`config.mk`:
```
export PLATFORM = sky130hd
export DESIGN_NAME = edq_quant
export DESIGN_NICKNAME = d
export VERILOG_FILES = /design/src/edq_pkg.sv /design/src/edq_quant.sv
export SDC_FILE = /design/constraint.sdc
export NUM_CORES = 2
export LEC_CHECK = 0
export BUFFER_PORTS_ARGS = -buffer_cell sky130_fd_sc_hd__clkbuf_2
export CORE_UTILIZATION = 50
export DETAILED_ROUTE_END_ITERATION = 10
export MAX_ROUTING_LAYER = met4
export PLACE_DENSITY = 0.78
export SYNTH_ARGS = -nofsm -noshare
export SYNTH_HDL_FRONTEND = slang
export SYNTH_SLANG_ARGS = --single-unit
```
`constraint.sdc`:
```
create_clock -name clk -period 20.4 [get_ports clk]
set_clock_uncertainty 0.15 [all_clocks]
set_input_delay 5.1 -clock clk [delete_from_list [all_inputs] [get_ports clk]]
set_output_delay 5.1 -clock clk [all_outputs]
set_load 0.02 [all_outputs]
```
`src/edq_pkg.sv`:
```
// Shared constants, types and arithmetic helpers of the error diffusion quantizer.
// No dependencies.
package edq_pkg;

  localparam int MAX_WIDTH  = 2048;
  localparam int COL_W      = $clog2(MAX_WIDTH);
  localparam int N_CH       = 3;
  localparam int ERR_W      = 11;
  localparam int PIX_W      = 8;
  localparam int WIDTH_W    = 12;
  localparam int DEPTH_W    = 4;
  localparam int MAX_DEPTH  = 8;
  localparam int CFG_IDX_W  = 1;
  localparam int CFG_DATA_W = 12;
  localparam int MEM_W      = ERR_W * N_CH;

  localparam int RESET_WIDTH = 640;
  localparam int RESET_DEPTH = 3;

  // diffused sample v and its error fit in 13 bits signed
  localparam int V_W    = 14;
  localparam int PROD_W = V_W + 3;
  localparam int P_W    = 16;
  localparam int RECIP_W = P_W;

  localparam int ERR_MAX = (2 ** (ERR_W - 1)) - 1;
  localparam int ERR_MIN = -(2 ** (ERR_W - 1));

  // diffusion weights, sixteenths
  localparam int W_RIGHT       = 7;
  localparam int W_BELOW_LEFT  = 3;
  localparam int W_BELOW       = 5;
  localparam int W_BELOW_RIGHT = 1;

  localparam logic [CFG_IDX_W-1:0] REG_IMAGE_WIDTH = 1'b0;
  localparam logic [CFG_IDX_W-1:0] REG_COLOR_DEPTH = 1'b1;

  typedef logic        [PIX_W-1:0] pix_t;
  typedef logic signed [V_W-1:0]   val_t;
  typedef logic signed [V_W:0]     sum_t;
  typedef logic signed [ERR_W-1:0] err_t;

  typedef struct packed {
    logic [PIX_W-1:0]   levels;
    logic [RECIP_W-1:0] recip;
  } qparam_t;

  typedef enum logic [2:0] {
    S_IDLE,
    S_READ,
    S_QUANT,
    S_WR_LEFT,
    S_WR_HERE,
    S_DONE
  } state_t;

  localparam sum_t SUM_HI = sum_t'(ERR_MAX);
  localparam sum_t SUM_LO = sum_t'(ERR_MIN);

  // floor(65536 / (2^d - 1)); depth 1 never reaches the divide path
  function automatic logic [RECIP_W-1:0] recip_of(input logic [DEPTH_W-1:0] depth);
    logic [RECIP_W-1:0] r;
    unique case (depth)
      4'd1:    r = 16'hFFFF;
      4'd2:    r = 16'd21845;
      4'd3:    r = 16'd9362;
      4'd4:    r = 16'd4369;
      4'd5:    r = 16'd2114;
      4'd6:    r = 16'd1040;
      4'd7:    r = 16'd516;
      4'd8:    r = 16'd257;
      default: r = 16'd257;
    endcase
    return r;
  endfunction

  // t / 16, rounded half to even
  function automatic val_t rhe16(input logic signed [PROD_W-1:0] t);
    logic signed [PROD_W-1:0] q;
    logic [3:0] r;
    q = t >>> 4;
    r = t[3:0];
    if (r > 4'd8 || (r == 4'd8 && q[0])) begin
      q = q + PROD_W'(1);
    end
    return val_t'(q);
  endfunction

  function automatic err_t sat_err(input sum_t s);
    err_t r;
    if (s > SUM_HI) begin
      r = err_t'(SUM_HI);
    end else if (s < SUM_LO) begin
      r = err_t'(SUM_LO);
    end else begin
      r = err_t'(s);
    end
    return r;
  endfunction

endpackage

```
`src/edq_quant.sv`:
```
// Seven-stage quantizer for all channels: level index by reciprocal divide by 255,
// then level to output sample by per-depth reciprocal. Depends on edq_pkg.
module edq_quant (
  input  logic              clk,
  input  logic              rst,
  input  logic              start,
  input  edq_pkg::qparam_t  qp,
  input  edq_pkg::val_t     v [edq_pkg::N_CH],
  output logic              done,
  output edq_pkg::pix_t     q [edq_pkg::N_CH],
  output edq_pkg::val_t     e [edq_pkg::N_CH]
);
  import edq_pkg::*;

  localparam int NST     = 7;
  localparam int MUL_W   = V_W + PIX_W + 1;
  localparam int U_W     = 21;
  localparam int ACC_W   = U_W + 1;
  localparam int Q0_W    = ACC_W - 8;
  localparam int R_W     = U_W + 1;
  localparam int MP_W    = 2 * P_W;
  localparam int Q_BIAS  = 4096;
  localparam int Q_OFFSET = 255 * Q_BIAS;
  localparam int DIV_Q   = 255;
  localparam int HALF_Q  = 128;

  logic [NST-1:0] vld;
  qparam_t qp0;

  val_t               v0  [N_CH];
  logic [U_W-1:0]     u1  [N_CH];
  logic [Q0_W-1:0]    q2  [N_CH];
  val_t               n3  [N_CH];
  logic [P_W-1:0]     p4  [N_CH];
  logic               lo4 [N_CH];
  logic               hi4 [N_CH];
  logic [PIX_W-1:0]   qq5 [N_CH];

  logic signed [MUL_W-1:0] prod1   [N_CH];
  logic [ACC_W-1:0]        acc2    [N_CH];
  logic [R_W-1:0]          r3      [N_CH];
  logic [Q0_W-1:0]         qa3     [N_CH];
  val_t                    n_next  [N_CH];
  logic [P_W-1:0]          p_next  [N_CH];
  logic [MP_W-1:0]         m5      [N_CH];
  logic [P_W-1:0]          r6      [N_CH];
  logic [PIX_W-1:0]        qf6     [N_CH];
  pix_t                    qsel    [N_CH];

  always_comb begin
    for (int k = 0; k < N_CH; k++) begin
      prod1[k] = MUL_W'(v0[k]) * MUL_W'($signed({1'b0, qp0.levels})) + MUL_W'(Q_OFFSET);

      acc2[k] = ACC_W'(u1[k]) + ACC_W'(u1[k] >> 8) + ACC_W'(u1[k] >> 16);

      // remainder of u / 255; the estimate is short by at most one
      r3[k]  = R_W'(u1[k]) - (R_W'(q2[k]) << 8) + R_W'(q2[k]);
      qa3[k] = q2[k];
      if (r3[k] >= R_W'(DIV_Q)) begin
        qa3[k] = q2[k] + Q0_W'(1);
        r3[k]  = r3[k] - R_W'(DIV_Q);
      end
      if (r3[k] >= R_W'(HALF_Q)) begin
        qa3[k] = qa3[k] + Q0_W'(1);
      end
      n_next[k] = val_t'(qa3[k]) - val_t'(Q_BIAS);

      p_next[k] = (P_W'(n3[k][PIX_W-1:0]) << 8) - P_W'(n3[k][PIX_W-1:0]);

      m5[k] = MP_W'(p4[k]) * MP_W'(qp0.recip);

      r6[k]  = p4[k] - P_W'(qq5[k]) * P_W'(qp0.levels);
      qf6[k] = qq5[k] + PIX_W'(r6[k] >= P_W'(qp0.levels));
      if (lo4[k]) begin
        qsel[k] = '0;
      end else if (hi4[k]) begin
        qsel[k] = '1;
      end else begin
        qsel[k] = qf6[k];
      end
    end
  end

  always_ff @(posedge clk) begin
    if (rst) begin
      vld <= '0;
    end else begin
      vld <= {vld[NST-2:0], start};
    end
  end

  always_ff @(posedge clk) begin
    if (start) begin
      qp0 <= qp;
    end
    for (int k = 0; k < N_CH; k++) begin
      if (start) begin
        v0[k] <= v[k];
      end
      if (vld[0]) begin
        u1[k] <= prod1[k][U_W-1:0];
      end
      if (vld[1]) begin
        q2[k] <= acc2[k][ACC_W-1:8];
      end
      if (vld[2]) begin
        n3[k] <= n_next[k];
      end
      if (vld[3]) begin
        p4[k]  <= p_next[k];
        lo4[k] <= (n3[k] <= val_t'(0));
        hi4[k] <= (n3[k] >= $signed(V_W'(qp0.levels)));
      end
      if (vld[4]) begin
        qq5[k] <= m5[k][P_W+PIX_W-1:P_W];
      end
      if (vld[5]) begin
        q[k] <= qsel[k];
        e[k] <= v0[k] - val_t'(qsel[k]);
      end
    end
  end

  assign done = vld[NST-1];
endmodule

```
# == Yosys cells after proc, flatten, opt, wreduce, memory -nomap -nowiden ==
# Memory sizes are Yosys's and may differ from the RTL's.
# Cells that the tools add are included.
# totals
ramBits,267
latch_bits,0
rom_bits,0
in_bits,69
reg_bits,97
n_memories,8
# memory_table
name,depth,width,read_ports,rd_ports_with_merged_regs,write_ports,line_no,rtl
u1,3,21,3,0,3,edq_quant.sv:31,logic [U_W-1:0] u1 [N_CH];
p4,3,16,3,0,3,edq_quant.sv:34,logic [P_W-1:0] p4 [N_CH];
n3,3,14,3,0,3,edq_quant.sv:33,val_t n3 [N_CH];
q2,3,14,3,0,3,edq_quant.sv:32,logic [Q0_W-1:0] q2 [N_CH];
v0,3,14,3,0,3,edq_quant.sv:30,val_t v0 [N_CH];
qq5,3,8,3,0,3,edq_quant.sv:37,logic [PIX_W-1:0] qq5 [N_CH];
2 more memories,--,--,--,--,--,--,
# classes
multipliers,9
order_cmp,15
n_reduce_logical,0
n_mux,27
addsub,39
eq_ne,0
shift,0
div_mod_pow,0
n_bitwise,0
# ops
cell,count
$ge 22x8->1 const B,6
$add 14x1->14 const B,6
$mux 14,6
$mul 16x16->24,3
$add 21x13->22,3
$add 22x14->22,3
$add 22x5->22,3
$mux 22,3
$sub 21x22->22,3
$sub 22x8->22 const B,3
$add 21x21->21 const B,3
$mul 14x9->21,3
$ge 16x8->1,3
$mul 8x8->16,3
$mux 8,6
$sub 16x16->16,3
$sub 16x8->16,3
$ge 14x9->1,3
$le 14x1->1 const B,3
$sub 14x14->14 const B,3
$sub 14x9->14,3
$add 8x1->8,3
$mux 1,12

# == Logic depth before layout (Yosys ltp) ==
# An unclocked memory read counts as a cell.
# logic_depth
word_depth,8
mapped_depth,41
mapped_depth_nobuf,39

# == Least setup slack after synthesis ==
# No wires, ideal clock.
# synth_path
kind,reg2reg
startpoint,register qp0[16] in the netlist's numbering
endpoint,register e[25] in the netlist's numbering (data pin)
required_ps,19979
synth_period_minus_slack_ps,7994
t_arrival_ps,7573
stages_incl_launch_ff,38
path_slack_ps,12406
cell_sequence,edfxtp_1 clkbuf_1 clkbuf_1 nand2_1 fa_1 inv_1 ha_1 ha_1 ha_1 inv_1 ha_1 o21a_1 o21ai_0 a21boi_0 o21ai_0 a21boi_0 o21ai_0 nand2b_1 (+2 left out) or3_1 a2111oi_0 nand4_1 ha_1 ha_1 nor2_1 or2_2 ha_1 nor2b_1 o21ai_0 nand2b_1 a21o_1 a21o_1 a21o_1 a21o_1 a21o_1 nor4_1 xor2_1
# synth_via
elab_chain_len,7
# synth_lines
item,line_no,rtl
start: declaration,edq_quant.sv:28,qparam_t qp0;
start signal: assignment,edq_quant.sv:94,qp0 <= qp;
$mul 8x8->16,edq_quant.sv:72,r6[k] = p4[k] - P_W'(qq5[k]) * P_W'(qp0.levels);
$sub 16x16->16,edq_quant.sv:72,
$ge 16x8->1 (*),edq_quant.sv:73,qf6[k] = qq5[k] + PIX_W'(r6[k] >= P_W'(qp0.levels));
$add 8x1->8 (*),edq_quant.sv:73,
$mux 8 (*),edq_quant.sv:76,end else if (hi4[k]) begin
$mux 8 (*),edq_quant.sv:74,if (lo4[k]) begin
$sub 14x9->14 (*),edq_quant.sv:119,e[k] <= v0[k] - val_t'(qsel[k]);
end signal: indexed assignment,edq_quant.sv:119,
end: declaration,edq_quant.sv:11,output edq_pkg::val_t e [edq_pkg::N_CH]
# Mark *: on every way between the ends. The rest lies on a longest branch, timed or not.
# A chain may end at the register's enable or synchronous reset.

# == Worst setup path in the final report ==
# layout_path
startpoint,register qp0[20] in the netlist's numbering
endpoint,register e[12] in the netlist's numbering (data pin)
# Same word-level chain as after synthesis.

==> metrics.cfg <==
[setup_path]
startpoint_type=flop
max_stage_delay_ps=540
worstPathRequired_ps=20620
end_kind=flop
r2r_setup_slack_ps=11780
path_max_fanout=38
crit_type=flop to flop
crit_start=qp0[20]
path_buf_inv=4
cp.arrival_ps=8840
critical-path-top-delay-family=adder cells
cp_slowest_cell=fa_1
reg2reg_from=qp0[20]

[clocking]
tritoncts=built
clock_latency_ps=640
postCtsSetupBuffers=0
root_buffer=clkbuf_16
htreeDepth=2
post_cts_resized=0
ctsHoldBuffers=0
cts_buffers=48
cts_buffer_depth=3
clk_pin_slew_ps=60
cts.sink_count=364

[grt]
grt_first_pass_wirelength_um=256000
grt-ovfl-total=0
grt_max_degree=68
antenna_found_initial=4
track_usage=0.252
grt_pass1_vias=49600

[sta]
hold_violations=0
setup_tns_ps=0
fin_crit_ps=8620
maxSlewViolCount=0
worst_slew_pin_slew_ps=1100
rsz0062_at_grt=false
slew_headroom=0.266
setup-violations-final=0
max_freq_ghz=0.116
fin_crit_sh=0.423

[synth]
netlist_instances=6912
synth_flop_cell=edfxtp_1
yosys.area.top_type=fa_1
synth_fp_nets=8667
yosys_register_bits=364
syn-mean-instance-area_um2=9.26
synthArstFlopShare=0
ys_seq_area_frac=0.170
yosysTopAreaCellShare=0.301
ys_top_cells_by_area=fa_1 (30%), edfxtp_1 (17%), ha_1 (14%)
synth.distinct_cells=92
netlist_area_mm2=0.0640
yosys_warnings=0
synth-edff-count=357

[detailed_routing]
highest_layer=met4
met3WireLength_um=11200
ant_nets=0
vias_per_cell=5.49
first_iter_violations=3507
num_vias=47200
wl_um=154000
met1_length_um=64700
first_pass_iters=6
routedWlPerCell_um=18.0
wl_met2_um=73200
post-route-drc-count=0

[place]
io_buffers=135
gp_congestion=0.930
dp.final_hpwl_um=118000

[job]
cap_violations=0

[finish]
drive_above_1_share=0.0474
nets=8661
post-route-util=0.536
syn_to_final_growth_pct=5.86

[status]
outcome=finished, final reports clean

[pwr]
clockPowerShare=0.073
swShare=0.500
peakVddDrop_mv=0.282
cellInternalPower_w=0.00579
leakage_nw=32.8
combPwrFrac=0.799
fin_total_pwr_w=0.0116
net-switching-power_w=0.00579
seqPwrFrac=0.128
cellPowerDensity_mw_per_mm2=171

[floorplanning]
fp.dieH_um=360
start_util=0.507
top_level_ports=136
core.rowCount=130
dieArea_mm2=0.129
die_width_um=360
coreArea_mm2=0.126

[min_path]
hold_class=flop to flop
min_from=n3[0][13]

sequential cells by signal (all words and copies together), names as in the netlist, 7 cells and up:
| name | count |
|---|---|
| v0 | 42 |
| qq5 | 24 |
| e | 42 |
| n3 | 42 |
| vld | 7 |
| p4 | 48 |
| q | 24 |
| qp0 | 24 |
| q2 | 42 |
| u1 | 63 |
final timing paths:
kind / to / depth (start not counted)
worst max-delay path: e[12] / 33
worst min-delay path: lo4[0][0] / 1
worst min register to register: lo4[0][0] / 1
worst max register to register: e[12] / 33
layout by cell type, fill, tap and decap left out, drive strengths merged, types with 8 or more instances in the layout:
cell and n:
a21boi 9, a211o 12, or3 20, a211oi 26, nand3 79, o21ai 129
nor4 27, inv 1479, nor2 242, nor2b 53, nor3b 10, and3 37
and2 524, a31oi 19, a21o 111, a21oi 192, edfxtp 357, or4 8
ha 723, nand2b 48, nand4 31, a2111oi 9, nor3 74, o2111ai 9
xor2 122, xnor2 286, a41o 9, o211ai 14, nand2 827, or2 18
buf 54, clkinv 19, fa 963, clkbuf 187, o21bai 43, o31ai 11
o21a 37
routing by layer:
| metal | track usage | up-vias |
|---|---|---|
| li1 | - | 21600 |
| met2 | 0.408 | 1651 |
| met3 | 0.0324 | 319 |
| met5 | - | - |
| met4 | 0.0774 | 0 |
| met1 | 0.329 | 23600 |
cell families (layout without fill, tap and decap cells):
family,count (synthesis),in the layout,share of synthesized area
AO/OA/AOI/OAI,700,700,0.0732
XOR/XNOR,409,409,0.0562
adder cells (fa/ha/maj),1686,1686,0.442
buffers and inverters,1714,1746,0.101
flip-flops,364,364,0.170
multiplexers,13,13,0.00215
other,0,2,0
AND/OR/NAND/NOR,2026,2026,0.155
Yosys cell counts (9+ instances only):
cell type and instances:
nor3_1 74, nand3_1 79, inv_1 1470, xnor2_1 286
o31ai_1 11, or3_1 20, edfxtp_1 357, xor2_1 122
o2111ai_1 9, a31oi_1 19, nor2_1 241, a41o_1 9
a21o_1 111, nand2b_1 48, fa_1 963, and2_1 521
a21oi_1 188, a21boi_0 9, nor2b_1 52, clkbuf_1 232
and3_1 36, nor3b_1 10, ha_1 723, o211ai_1 14
nand4_1 31, o21bai_1 43, a211o_1 12, a211oi_1 24
o21ai_0 120, o21a_1 37, or2_2 17, nand2_1 826
nor4_1 25
worst reg2reg max path: cells and delay by family (launching register included):
family                     cells  cell delay (ps)
and+or+nand+nor                9             1450
xor gates and xnor gates       3              460
AOI/OAI and AO/OA              9             1830
DFF                            1              330
buffers and inverters          4              940
adders and majority gates      8             3240
metrics by stage:
step	cell area (um^2)	cells	setup slack (ps)	hold slack [ps]
final	67800	8596	11780	466
after floorplan	64000	6912	12410	376
after global placement	66200	8506	12010	462
after detailed placement	66200	8506	11900	470
after CTS	67800	8594	11860	466
after global routing	67800	8595	11360	494
final cells by class:
class                   instances  area, um^2
inverters                    1470        5520
fillers                     10900       58600
flip-flops and latches        364       10900
well taps                    1650        2060
clock inverters                35         304
clock buffers                  53        1240
multi-input cells            4834       46700
diodes                          2        5.00
repair buffers                188        1080
power by group through the flow:
stage | sequential, W | clock [W] | combinational, W
6_report | 0.00148 | 0.000847 | 0.00925
5_1_grt | 0.00149 | 0.000887 | 0.0105
4_1_cts | 0.00147 | 0.000867 | 0.00923
3_5_place_dp | 0.00149 | 0 | 0.00912
3_3_place_gp | 0.00149 | 0 | 0.00879
2_1_floorplan | 0.00137 | 0 | 0.00727
Note: power is estimated with default switching activity, not from simulation.
